==> config.mk <==
export PLATFORM = sky130hd
export DESIGN_NAME = keypad_set_countdown_timer
export DESIGN_NICKNAME = d
export VERILOG_FILES = /design/src/rtl/kbct_pkg.sv /design/src/rtl/keypad_set_countdown_timer.sv
export SDC_FILE = /design/constraint.sdc
export NUM_CORES = 1
export LEC_CHECK = 0
export BUFFER_PORTS_ARGS = -buffer_cell sky130_fd_sc_hd__clkbuf_2
export CORE_UTILIZATION = 30
export DETAILED_ROUTE_END_ITERATION = 6
export PLACE_DENSITY = 0.53
export SLEW_MARGIN = 20
export SYNTH_ARGS = -nofsm -noshare
export SYNTH_HDL_FRONTEND = slang
export SYNTH_SLANG_ARGS = --single-unit
==> constraint.sdc <==
create_clock -name i_clk -period 8.74 [get_ports i_clk]
set_input_delay 1.311 -clock i_clk [delete_from_list [all_inputs] [get_ports i_clk]]
set_output_delay 1.311 -clock i_clk [all_outputs]
set_load 0.01 [all_outputs]
==> src/rtl/kbct_pkg.sv <==
// ----------------------------------------------------------------------------
// kbct_pkg
// Types, constants and the keypad ladder classifier for the countdown timer.
// ----------------------------------------------------------------------------
package kbct_pkg;

    localparam int unsigned LEVEL_W  = 10;
    localparam int unsigned CFG_IDX_W = 3;
    localparam int unsigned CURSOR_W = 3;
    localparam int unsigned MIN_W    = 7;
    localparam int unsigned SEC_W    = 6;
    localparam int unsigned NUM_LIMITS = 5;

    localparam logic [MIN_W-1:0] MIN_MAX = 7'd99;
    localparam logic [SEC_W-1:0] SEC_MAX = 6'd59;

    typedef enum logic [2:0] {
        KEY_RIGHT  = 3'd0,
        KEY_UP     = 3'd1,
        KEY_DOWN   = 3'd2,
        KEY_LEFT   = 3'd3,
        KEY_SELECT = 3'd4,
        KEY_NONE   = 3'd5
    } t_key;

    typedef enum logic [CFG_IDX_W-1:0] {
        CFG_RIGHT_LIMIT  = 3'd0,
        CFG_UP_LIMIT     = 3'd1,
        CFG_DOWN_LIMIT   = 3'd2,
        CFG_LEFT_LIMIT   = 3'd3,
        CFG_SELECT_LIMIT = 3'd4
    } t_cfg_idx;

    // digit positions: tens/units of minutes, tens/units of seconds
    localparam logic [CURSOR_W-1:0] POS_MIN_TENS  = 3'd0;
    localparam logic [CURSOR_W-1:0] POS_MIN_UNITS = 3'd1;
    localparam logic [CURSOR_W-1:0] POS_SEC_TENS  = 3'd3;
    localparam logic [CURSOR_W-1:0] POS_SEC_UNITS = 3'd4;

    localparam logic [LEVEL_W-1:0] LIMIT_RESET [NUM_LIMITS] =
        '{10'd72, 10'd237, 10'd419, 10'd625, 10'd883};

    typedef logic [LEVEL_W-1:0] t_limits [NUM_LIMITS];

    // first class whose limit the sample is below wins
    function automatic t_key classify(input logic [LEVEL_W-1:0] level,
                                      input t_limits lim);
        t_key key;
        key = KEY_NONE;
        priority if (level < lim[0]) key = KEY_RIGHT;
        else if (level < lim[1]) key = KEY_UP;
        else if (level < lim[2]) key = KEY_DOWN;
        else if (level < lim[3]) key = KEY_LEFT;
        else if (level < lim[4]) key = KEY_SELECT;
        else key = KEY_NONE;
        return key;
    endfunction

endpackage

==> src/rtl/keypad_set_countdown_timer.sv <==
// ----------------------------------------------------------------------------
// keypad_set_countdown_timer
// MM:SS countdown timer set from a resistor-ladder keypad.
// ----------------------------------------------------------------------------
// Usage:
//   Input channel (i_in_valid / o_in_stall) carries one request per item:
//   i_op = 0 is a keypad ADC sample in i_key_level, i_op = 1 a one-second
//   tick. Every request yields exactly one result on the output channel
//   (o_out_valid / i_out_stall): mode, cursor, shown time, finished flag
//   and the classified key.
//   The request is registered, then decoded and the timer state updated
//   into the result register. One request is taken every cycle while the
//   receiver does not stall; the rate is set by the input and result
//   registers only. When the receiver stalls, the result register holds
//   and the stall reaches o_in_stall once the input register is also full.
//   Ladder thresholds are written through i_cfg_we / i_cfg_idx / i_cfg_data
//   while the block is idle; indexes past the select limit are ignored.
//   Reset (synchronous, active low) restores the default thresholds, edit
//   mode, cursor 0, set time 00:00 and an armed key lock.
// ----------------------------------------------------------------------------
module keypad_set_countdown_timer (
    input  logic                          i_clk,
    input  logic                          i_rst_n,
    input  logic                          i_in_valid,
    output logic                          o_in_stall,
    input  logic                          i_op,
    input  logic [kbct_pkg::LEVEL_W-1:0]  i_key_level,
    output logic                          o_out_valid,
    input  logic                          i_out_stall,
    output logic                          o_counting,
    output logic [kbct_pkg::CURSOR_W-1:0] o_cursor_pos,
    output logic [kbct_pkg::MIN_W-1:0]    o_minutes_shown,
    output logic [kbct_pkg::SEC_W-1:0]    o_seconds_shown,
    output logic                          o_finished,
    output logic [2:0]                    o_key_code,
    input  logic                          i_cfg_we,
    input  logic [kbct_pkg::CFG_IDX_W-1:0] i_cfg_idx,
    input  logic [kbct_pkg::LEVEL_W-1:0]  i_cfg_data
);
    import kbct_pkg::*;

    // configuration
    t_limits r_limit;

    // input register
    logic               r_in_valid;
    logic               r_op;
    logic [LEVEL_W-1:0] r_level;

    // timer state
    logic                r_mode;
    logic                r_armed;
    logic [CURSOR_W-1:0] r_cursor;
    logic [MIN_W-1:0]    r_set_min;
    logic [SEC_W-1:0]    r_set_sec;
    logic [MIN_W-1:0]    r_rem_min;
    logic [SEC_W-1:0]    r_rem_sec;

    logic                n_mode;
    logic                n_armed;
    logic [CURSOR_W-1:0] n_cursor;
    logic [MIN_W-1:0]    n_set_min;
    logic [SEC_W-1:0]    n_set_sec;
    logic [MIN_W-1:0]    n_rem_min;
    logic [SEC_W-1:0]    n_rem_sec;
    logic                n_finished;

    // result register
    logic                r_out_valid;
    logic                r_counting;
    logic [CURSOR_W-1:0] r_cursor_pos;
    logic [MIN_W-1:0]    r_min_shown;
    logic [SEC_W-1:0]    r_sec_shown;
    logic                r_finished;
    t_key                r_key;

    t_key                w_key;
    logic                w_advance;
    logic                w_in_take;
    logic [MIN_W-1:0]    w_min_add;
    logic [MIN_W-1:0]    w_sec_add;

    assign w_advance  = !r_out_valid || !i_out_stall;
    assign w_in_take  = i_in_valid && !o_in_stall;
    assign o_in_stall = r_in_valid && !w_advance;

    always_ff @(posedge i_clk) begin
        if (!i_rst_n) begin
            for (int k = 0; k < NUM_LIMITS; k++) begin
                r_limit[k] <= LIMIT_RESET[k];
            end
        end else if (i_cfg_we) begin
            unique case (i_cfg_idx)
                CFG_RIGHT_LIMIT:  r_limit[0] <= i_cfg_data;
                CFG_UP_LIMIT:     r_limit[1] <= i_cfg_data;
                CFG_DOWN_LIMIT:   r_limit[2] <= i_cfg_data;
                CFG_LEFT_LIMIT:   r_limit[3] <= i_cfg_data;
                CFG_SELECT_LIMIT: r_limit[4] <= i_cfg_data;
                default: ;
            endcase
        end
    end

    always_ff @(posedge i_clk) begin
        if (!i_rst_n) begin
            r_in_valid <= 1'b0;
        end else if (!o_in_stall) begin
            r_in_valid <= i_in_valid;
        end
    end

    always_ff @(posedge i_clk) begin
        if (w_in_take) begin
            r_op    <= i_op;
            r_level <= i_key_level;
        end
    end

    assign w_key = (r_op == 1'b0) ? classify(r_level, r_limit) : KEY_NONE;

    // up-step sums, one bit wider than needed for seconds
    always_comb begin
        w_min_add = r_set_min + ((r_cursor == POS_MIN_TENS) ? MIN_W'(10) : MIN_W'(1));
        w_sec_add = MIN_W'(r_set_sec) +
                    ((r_cursor == POS_SEC_TENS) ? MIN_W'(10) : MIN_W'(1));
    end

    always_comb begin
        n_mode     = r_mode;
        n_armed    = r_armed;
        n_cursor   = r_cursor;
        n_set_min  = r_set_min;
        n_set_sec  = r_set_sec;
        n_rem_min  = r_rem_min;
        n_rem_sec  = r_rem_sec;
        n_finished = 1'b0;

        if (r_op == 1'b0) begin
            if (!r_mode) begin
                if (w_key == KEY_SELECT) begin
                    n_rem_min = r_set_min;
                    n_rem_sec = r_set_sec;
                    if (r_set_min == '0 && r_set_sec == '0) begin
                        n_finished = 1'b1;
                    end else begin
                        n_mode = 1'b1;
                    end
                end else if (w_key == KEY_NONE) begin
                    n_armed = 1'b1;
                end else if (r_armed) begin
                    n_armed = 1'b0;
                    unique case (w_key)
                        KEY_RIGHT: begin
                            unique case (r_cursor)
                                POS_MIN_TENS:  n_cursor = POS_MIN_UNITS;
                                POS_MIN_UNITS: n_cursor = POS_SEC_TENS;
                                POS_SEC_TENS:  n_cursor = POS_SEC_UNITS;
                                default:       n_cursor = r_cursor;
                            endcase
                        end
                        KEY_LEFT: begin
                            unique case (r_cursor)
                                POS_SEC_UNITS: n_cursor = POS_SEC_TENS;
                                POS_SEC_TENS:  n_cursor = POS_MIN_UNITS;
                                POS_MIN_UNITS: n_cursor = POS_MIN_TENS;
                                default:       n_cursor = r_cursor;
                            endcase
                        end
                        KEY_UP: begin
                            if (r_cursor == POS_MIN_TENS || r_cursor == POS_MIN_UNITS) begin
                                n_set_min = (w_min_add > MIN_MAX) ? '0 : w_min_add;
                            end else if (r_cursor == POS_SEC_TENS ||
                                         r_cursor == POS_SEC_UNITS) begin
                                n_set_sec = (w_sec_add > MIN_W'(SEC_MAX)) ? '0
                                                                         : w_sec_add[SEC_W-1:0];
                            end
                        end
                        KEY_DOWN: begin
                            // any step below zero wraps to the maximum
                            unique case (r_cursor)
                                POS_MIN_TENS:  n_set_min = (r_set_min < MIN_W'(10)) ? MIN_MAX
                                                         : r_set_min - MIN_W'(10);
                                POS_MIN_UNITS: n_set_min = (r_set_min == '0) ? MIN_MAX
                                                         : r_set_min - MIN_W'(1);
                                POS_SEC_TENS:  n_set_sec = (r_set_sec < SEC_W'(10)) ? SEC_MAX
                                                         : r_set_sec - SEC_W'(10);
                                POS_SEC_UNITS: n_set_sec = (r_set_sec == '0) ? SEC_MAX
                                                         : r_set_sec - SEC_W'(1);
                                default: ;
                            endcase
                        end
                        default: ;
                    endcase
                end
            end
        end else if (r_mode) begin
            // tick: borrow from minutes when seconds run out
            if (r_rem_sec != '0) begin
                n_rem_sec = r_rem_sec - SEC_W'(1);
            end else if (r_rem_min != '0) begin
                n_rem_min = r_rem_min - MIN_W'(1);
                n_rem_sec = SEC_MAX;
            end
            if (n_rem_min == '0 && n_rem_sec == '0) begin
                n_mode     = 1'b0;
                n_finished = 1'b1;
            end
        end
    end

    always_ff @(posedge i_clk) begin
        if (!i_rst_n) begin
            r_mode    <= 1'b0;
            r_armed   <= 1'b1;
            r_cursor  <= POS_MIN_TENS;
            r_set_min <= '0;
            r_set_sec <= '0;
            r_rem_min <= '0;
            r_rem_sec <= '0;
        end else if (r_in_valid && w_advance) begin
            r_mode    <= n_mode;
            r_armed   <= n_armed;
            r_cursor  <= n_cursor;
            r_set_min <= n_set_min;
            r_set_sec <= n_set_sec;
            r_rem_min <= n_rem_min;
            r_rem_sec <= n_rem_sec;
        end
    end

    always_ff @(posedge i_clk) begin
        if (!i_rst_n) begin
            r_out_valid <= 1'b0;
        end else if (w_advance) begin
            r_out_valid <= r_in_valid;
        end
    end

    always_ff @(posedge i_clk) begin
        if (r_in_valid && w_advance) begin
            r_counting   <= n_mode;
            r_cursor_pos <= n_cursor;
            r_min_shown  <= n_mode ? n_rem_min : n_set_min;
            r_sec_shown  <= n_mode ? n_rem_sec : n_set_sec;
            r_finished   <= n_finished;
            r_key        <= w_key;
        end
    end

    assign o_out_valid     = r_out_valid;
    assign o_counting      = r_counting;
    assign o_cursor_pos    = r_cursor_pos;
    assign o_minutes_shown = r_min_shown;
    assign o_seconds_shown = r_sec_shown;
    assign o_finished      = r_finished;
    assign o_key_code      = r_key;

endmodule

==> metrics, run 1 <==
clock tree buffer depth 2; Top Ports 52; Layout Cells excl Fill 1,346; most frequent cells in the layout nand2_1, dfxtp_1, a21oi_1, inv_1, ha_1; Filler Cell Count 2,750; Synthesis Warnings 0; largest family of logic cells by synthesized area compound AO/OA/AOI/OAI gates; Die Y 166 microns; fin nets 1,089; Initial DRC Count 509; final instance area 9090 sq um; Area Growth Syn to Fin 13.0%; die width 166 microns; min Tclk post-route 4.00 ns; simple-gate share of the synthesized area 19.1%; Final Cycle Share 45.8%; post-route ant nets 0; Resize count post-CTS 0; Syn Area/Cell 8.17 sq um; DP HPWL 17,800 microns; sequential-to-total area share from yosys stat 32.6%; CTS clock-pin slew for the worst setup and hold paths 0.06 ns; Post-DP Area 8480 sq um; XOR/XNOR share of the synthesized area 1.42%; Achievable Freq 250 MHz; WL per Instance 18.1 microns; crit-path cells nor2_1 -> nand2_1 -> ha_1 -> fa_1 -> a211o_1 -> a311o_1 -> o211ai_1 -> o21ai_0 -> mux2_2 -> o41ai_1 -> o21a_1 -> mux2i_1; Setup-failing EPs final 0; worst setup margin 4.74 ns; most common cell after layout, fill and taps aside nand2_1; mux share of post-synthesis cell area 2.78%; drc violations 4; Syn Nets 1,075; vias in the first global route 7,216; pins over their slew limit 0; CP max FO 14; Synth area leader dfxtp_1; crit path launch r_cursor[1]$_SDFFE_PN0P_; CTS tree done; Post-synth EDFFs 32; Req. time, crit path 8.89 ns; Combinational Power Share 13.0%; detailed-route via count 7,345; met2 Use GR 31.1%; Initial Utilization 30.7%; switching power 412 uW; CORE AREA 26,200 sq um; Cells after Synth 984; Detailed Routing Iterations Pass 1 7; hold crit path type flop to flop; htree depth 4; leak pwr 3.48 nW; busiest layer in global routing met2; die area 27,500 sq um; WS Path Type flop to flop; worst flop-to-flop path startpoint r_cursor[1]$_SDFFE_PN0P_; Buf/Inv on CP 0; clk_lat worst skew 0.42 ns; total CTS buffers 17; Setup TNS 0 ns; clock share of power 48.2%; hold_buf cts 0; top-area cell type share of the netlist area 20.7%; setup bufs post-CTS 0; row count 59; first-pass GRT wire length 39,400 microns; gr usage total 18.1%; Synth area leaders dfxtp_1, edfxtp_1, ha_1, nand2_1, a21oi_1; Post-Synth Adder-Cell Area 9.83%; VDD IR-drop max 87.7 uV; failing checks DRC; Sequential Power Share 38.8%; largest net degree at the start of global routing 37; max_slew headroom 28.3%; CP max stage cell nor2_1; I/O Buffers 51; status finished, violations left; clock root cell clkbuf_16; vias per inst 5.46; number of synthesized register bits 115; CTS sink count 115; Netlist Area Pre-Place 8040 sq um; global route total overflow 0; Slew @ Worst Pin 1.07 ns; Post-synth ARST share 0%; unrepaired setup endpoints after global routing no; Final Hold Viols 0; Setup WS pre-CTS 4.82 ns; met3 usage 3.29%; Design Power 1.50 mW; family with the most delay on the worst path compound AO/OA/AOI/OAI gates; Switching Share 27.6%; ys flop type dfxtp_1; Netlist cell types 89; slowest stage delay, CP 0.58 ns; GR Layer Usage met1 23.1%; Fin Clk Skew 0.00990 ns; routability congestion estimate 0.854; internal power 1.08 mW; Critical Path Source Type flop; Total Wirelength 24,400 microns; initial antenna violation count 0; layout cell share with drive strength beyond 1 11.9%; Pwr per Cell Area 164 nW/um^2; Max Cap Viol 0; crit path capture type flop; Hold Crit Start r_limit[42]$_SDFFE_PN0P_; Critical Path AT 4.15 ns; post-synthesis compound-gate area fraction 27.3%; Placed Instances 1,314; ANT cells 0
==> Yosys cell counts, types with 5 or more instances <==
cell	number
edfxtp_1	32
inv_1	77
nand4_1	11
ha_1	60
xnor2_1	9
a21boi_0	5
nand2_1	136
clkbuf_1	42
nand2b_1	12
a21oi_1	80
a21o_1	13
a31oi_1	22
o22ai_1	10
mux2i_1	19
nor2b_1	8
nor3_1	18
o221ai_1	5
buf_2	10
o211ai_1	33
o32ai_1	5
nand3_1	34
o21bai_1	8
dfxtp_1	83
nor2_1	54
a211oi_1	13
or3_1	5
o21ai_0	36
o31ai_1	11
o21a_1	14
o21ai_1	6
==> path summary, 6_finish.rpt <==
check,endpoint,slack [ns],cells after the start
max reg2reg,o_minutes_shown[3]$_DFFE_PP_,4.74,12
min reg2reg,r_limit[42]$_SDFFE_PN0P_,0.45,2
max,o_minutes_shown[3]$_DFFE_PP_,4.74,12
min,r_limit[42]$_SDFFE_PN0P_,0.45,2
==> stage by stage <==
stage	hold slack (ns)	util (%)
2_1_floorplan	0.436	-
3_3_place_gp	0.443	32.3
3_5_place_dp	0.447	32.3
4_1_cts	0.455	34.7
5_1_grt	0.475	34.7
6_report	0.454	34.7
==> logic make-up (layout without fill, tap and decap cells) <==
family | after synthesis | count (layout)
AOI/OAI and AO/OA | 317 | 317
xor gates and xnor gates | 13 | 13
adders and majority gates | 62 | 62
buffers and inverters | 137 | 164
DFF | 115 | 115
muxes | 22 | 22
and+or+nand+nor | 318 | 318
==> power by group through the flow <==
stage | registers [mW] | clock network [mW] | logic, mW
global placement | 0.592 | 0 | 0.193
detailed placement | 0.592 | 0 | 0.192
CTS | 0.581 | 0.733 | 0.193
floorplan | 0.587 | 0 | 0.134
global route | 0.583 | 0.752 | 0.216
finish | 0.581 | 0.721 | 0.194
==> worst min-delay path: stages, from the launching register on <==
cell	delay, ns
dfxtp_1	0.31
nand2_1	0.05
a21oi_1	0.05
==> area by class of cell <==
class,instances,area [sq um],share of cell area (%)
clock inverter,9,88.8,0.977
inverter,77,289,3.18
clock buffer,23,520,5.73
multi-input combinational,732,4870,53.5
tap,335,419,4.61
sequential,115,2620,28.8
timing repair buffer,55,285,3.14
==> per-layer routing <==
| layer | routed length, microns | vias up |
|---|---|---|
| li1 | - | 3633 |
| met1 | 11100 | 3476 |
| met2 | 11800 | 197 |
| met3 | 1050 | 39 |
| met4 | 418 | 0 |
| met5 | 0 | - |
==> sequential cells by signal (all words and copies together), names as in the netlist <==
| signal | flops |
|---|---|
| r_set_sec | 6 |
| o_cursor_pos | 3 |
| r_limit | 50 |
| o_seconds_shown | 6 |
| r_armed | 1 |
| r_mode | 1 |
| o_minutes_shown | 7 |
| r_in_valid | 1 |
| o_out_valid | 1 |
| r_cursor | 3 |
| r_level | 10 |
| r_op | 1 |
| r_rem_sec | 6 |
| r_set_min | 7 |
| o_finished | 1 |
| o_key_code | 3 |
| o_counting | 1 |
| r_rem_min | 7 |
(Power assumes the default switching activity.)
==> inputs of run 2 (changes only) <==
- clock period: 8.74 -> 3.7 ns (I/O delays scaled with it)
==> metrics, run 2 (synthesized netlist as in run 1, its figures left out) <==
Max Cap Viol 0; largest registers r_limit x50, r_level x10; Setup-failing EPs final 0; Critical Path Source Type flop; CORE AREA 26,200 sq um; vias in the first global route 7,120; unrepaired setup endpoints after global routing no; DR top layer met4; pins over their slew limit 0; Die Y 166 microns; most common cell after layout, fill and taps aside nand2_1; row count 59; clock root cell clkbuf_16; Critical Path AT 3.45 ns; Top Ports 52; CTS sink count 115; Worst R2R End o_minutes_shown[3]$_DFFE_PP_; reg-to-reg setup timing slack 0.41 ns; I/O Buffers 51; met1 WL 11,000 microns; drc violations 4; post-route ant nets 0; gr usage total 18.0%; Resize count post-CTS 0; CP max stage cell fa_1; Post-DP Area 8660 sq um; WHS Endpoint r_level[5]$_DFFE_PP_; leak pwr 3.60 nW; total CTS buffers 17; crit path launch r_cursor[1]$_SDFFE_PN0P_; Design Power 3.54 mW; WS Path Type flop to flop; Filler Cell Count 2,723; initial antenna violation count 0; largest net degree at the start of global routing 48; status finished, violations left; slowest stage delay, CP 0.51 ns; CTS tree done; Setup TNS 0 ns; global route total overflow 0; first-pass GRT wire length 38,900 microns; min Tclk post-route 3.29 ns; Req. time, crit path 3.86 ns; Top reg by flops r_limit; clk_lat worst skew 0.43 ns; Initial DRC Count 585; most frequent cells in the layout nand2_1, dfxtp_1, a21oi_1, inv_1, ha_1; Detailed Routing Iterations Pass 1 7; CP max FO 8; Fin Clk Skew 0.0137 ns; die area 27,500 sq um; met2 wire length 12,100 microns; setup bufs post-CTS 0; max_slew headroom 51.1%; hold crit path type input pin to flop; fin nets 1,113; Achievable Freq 304 MHz; DP HPWL 18,500 microns; routability congestion estimate 0.911; CTS clock-pin slew for the worst setup and hold paths 0.06 ns; VDD IR-drop max 254 uV; final instance area 9270 sq um; Initial Utilization 30.7%; hold_buf cts 0; htree depth 4; crit path capture type flop; Pwr per Cell Area 382 nW/um^2; met3 routed WL 976 microns; Final Hold Viols 0; vias per inst 5.47; Worst R2R Path Depth 12; Final Cycle Share 88.8%; die width 166 microns; max FFs per register 50; failing checks DRC; detailed-route via count 7,495; clock tree buffer depth 2; layout cell share with drive strength beyond 1 14.0%; Hold Crit Depth 1; Total Wirelength 24,600 microns; ANT cells 0; Slew @ Worst Pin 0.730 ns; crit-path cells nor2_1 -> nand2_1 -> ha_1 -> fa_1 -> a211o_1 -> a311o_1 -> o211ai_1 -> o21ai_0 -> mux2_2 -> o41ai_1 -> o21a_1 -> mux2i_1; WL per Instance 17.9 microns; Area Growth Syn to Fin 15.2%; worst flop-to-flop path startpoint r_cursor[1]$_SDFFE_PN0P_; Hold Crit Start i_key_level[5]
run 2: cell types whose count changed in the layout (fill, tap and decap cells not counted), sizes merged:
cell | previous run | this run
buf | 4 | 28
inv | 79 | 87
clkbuf | 74 | 69
clkinv | 5 | 3
clkinvlp | 1 | 0
run 2: layout make-up:
type / count / area, sq um / area share (%)
multi-input combinational: 732 / 4870 / 52.5
sequential: 115 / 2620 / 28.3
timing repair buffer: 79 / 465 / 5.02
clock buffer: 18 / 450 / 4.86
tap: 335 / 419 / 4.52
inverter: 77 / 289 / 3.12
clock inverter: 14 / 156 / 1.69
run 2: critical path: cells and delay by family, from the launching register on:
kind / cells / cell delay, ns
AO/OA/AOI/OAI: 6 / 1.36
AND/OR/NAND/NOR: 2 / 0.26
multiplexers: 2 / 0.35
adder cells (fa/ha/maj): 2 / 0.75
flip-flops: 1 / 0.31
run 2: power breakdown:
group | switching (mW) | total, mW | internal (mW)
sequential | 0.0314 | 1.37 | 1.34
clock | 0.692 | 1.69 | 1.00
combinational | 0.309 | 0.483 | 0.175
run 2: worst max-delay path by stage:
stage                                   end  slack, ns  cells past startpoint
6_report       o_minutes_shown[3]$_DFFE_PP_       0.41                     12
5_1_grt        o_seconds_shown[1]$_DFFE_PP_       0.15                     10
4_1_cts        o_minutes_shown[3]$_DFFE_PP_       0.40                     12
3_5_place_dp   o_minutes_shown[3]$_DFFE_PP_       0.43                     12
3_3_place_gp   o_minutes_shown[3]$_DFFE_PP_       0.46                     12
2_1_floorplan  o_minutes_shown[3]$_DFFE_PP_       0.34                     13
run 2: per-layer routing:
metal / track usage [%] / up-vias
met5: 0 / -
met4: 5.97 / 0
met3: 2.86 / 36
met2: 31.4 / 188
met1: 22.6 / 3588
li1: - / 3683
run 2: stage by stage:
stage	setup WS, ns	instances	util, %	hold WS (ns)
2_1_floorplan	0.337	984	-	0.436
3_5_place_dp	0.431	1338	33.0	0.446
6_report	0.414	1370	35.4	0.299
3_3_place_gp	0.457	1338	33.0	0.443
4_1_cts	0.400	1370	35.3	0.280
5_1_grt	0.146	1370	35.4	0.279
==> inputs of run 3 (changes only) <==
- ABC_CLOCK_PERIOD_IN_PS: default -> 3700
- CORE_UTILIZATION: 30 -> 51
- PLACE_DENSITY: 0.53 -> 0.77
==> metrics, run 3 (synthesized netlist as in run 1, its figures left out) <==
status complete, no violations; Switching Share 25.5%; Final Hold Viols 0; Setup WS pre-CTS 0.308 ns; die area 16,300 sq um; switching power 916 uW; die width 128 microns; Area Growth Syn to Fin 12.4%; Top reg by flops r_limit; Layout Cells excl Fill 1,233; final core occ 59.0%; I/O Buffers 51; Initial Utilization 52.5%; Sequential Power Share 38.0%; initial antenna violation count 0; post-route ant nets 0; CP max FO 14; Setup TNS 0 ns; leak pwr 3.54 nW; CTS tree done; Initial DRC Count 763; vias per inst 6.11; detailed-route via count 7,529; Setup-failing EPs final 0; vias in the first global route 6,923; Top Ports 52; max_slew headroom 27.5%; largest net degree at the start of global routing 51; global route total overflow 0; pins over their slew limit 0; Combinational Power Share 12.9%; total CTS buffers 17; clock root cell clkbuf_16; CTS sink count 115; CTS clock-pin slew for the worst setup and hold paths 0.06 ns; clock tree buffer depth 2; row count 45; layout cell share with drive strength beyond 1 12.5%; Detailed Routing Iterations Pass 1 6; final instance area 9040 sq um; Critical Path Source Type flop; Post-DP Area 8410 sq um; Total Wirelength 22,100 microns; worst setup margin 0.210 ns; clock share of power 49.1%; setup bufs post-CTS 0; htree depth 4; Pwr per Cell Area 397 nW/um^2; Final Cycle Share 94.3%; VDD IR-drop max 354 uV; clk_lat worst skew 0.42 ns; DP HPWL 16,000 microns; WL per Instance 17.9 microns; Slew @ Worst Pin 1.08 ns; hold crit path type input pin to flop; WS Path Type flop to flop; ANT cells 0; largest registers r_limit x50, r_level x10; Hold WS 0.305 ns; crit path capture type flop; max FFs per register 50; Max Cap Viol 0; drc violations 0; Die Y 128 microns; internal power 2.68 mW; CORE AREA 15,300 sq um; unrepaired setup endpoints after global routing no; Req. time, crit path 3.84 ns; hold_buf cts 0; Achievable Freq 287 MHz; routability congestion estimate 0.903; Design Power 3.59 mW; first-pass GRT wire length 35,400 microns; most common cell after layout, fill and taps aside nand2_1; fin nets 1,101; Placed Instances 1,202; Fin Clk Skew 0.00668 ns; min Tclk post-route 3.49 ns; most frequent cells in the layout nand2_1, dfxtp_1, a21oi_1, inv_1, ha_1; Critical Path AT 3.63 ns; gr usage total 27.9%; Resize count post-CTS 0
run 3: cell types whose count changed in the layout (fill, tap and decap cells not counted), sizes merged:
cell      change
clkinvlp      +2
inv          -11
bufinv        +3
clkbuf        +4
clkinv        +1
buf          -12
run 3: final timing paths:
check	start	end	slack, ns	cells after the start
setup reg to reg	r_level[9]$_DFFE_PP_	o_minutes_shown[0]$_DFFE_PP_	0.21	9
hold reg to reg	r_limit[49]$_SDFFE_PN0P_	r_limit[49]$_SDFFE_PN0P_	0.45	2
setup / recovery	r_level[9]$_DFFE_PP_	o_minutes_shown[0]$_DFFE_PP_	0.21	9
hold / removal	i_key_level[4]	r_level[4]$_DFFE_PP_	0.31	1
run 3: layer usage:
metal  routed length (microns)  global-route usage (%)  vias up
met5                         0                       0        -
met4                       572                    10.6        0
met3                      1440                    5.74       46
met2                     10100                    44.9      299
met1                      9980                    36.9     3523
li1                          -                       -     3661
run 3: worst max-delay path: stages, from the launching register on:
cell and delay [ns]:
edfxtp_1 0.47, ha_1 0.36, nand4_1 0.13, or2_1 0.27, o211a_2 0.30, a21oi_4 0.29, nand4_2 0.23, nor2_1 0.20
o21a_1 0.75, mux2i_1 0.19
run 3: final cells by class:
cell class              instances  area (sq um)
clock inverters                 9           154
flip-flops and latches        115          2620
inverters                      77           289
repair buffers                 67           375
clock buffers                  22           474
fillers                      1365          6270
well taps                     211           264
multi-input cells             732          4860
run 3: power by group through the flow:
stage | sequential, mW | combinational, mW | clock (mW)
final | 1.37 | 0.463 | 1.76
after global routing | 1.37 | 0.507 | 1.82
after CTS | 1.36 | 0.454 | 1.77
after detailed placement | 1.39 | 0.449 | 0
after global placement | 1.39 | 0.444 | 0
after floorplan | 1.39 | 0.317 | 0
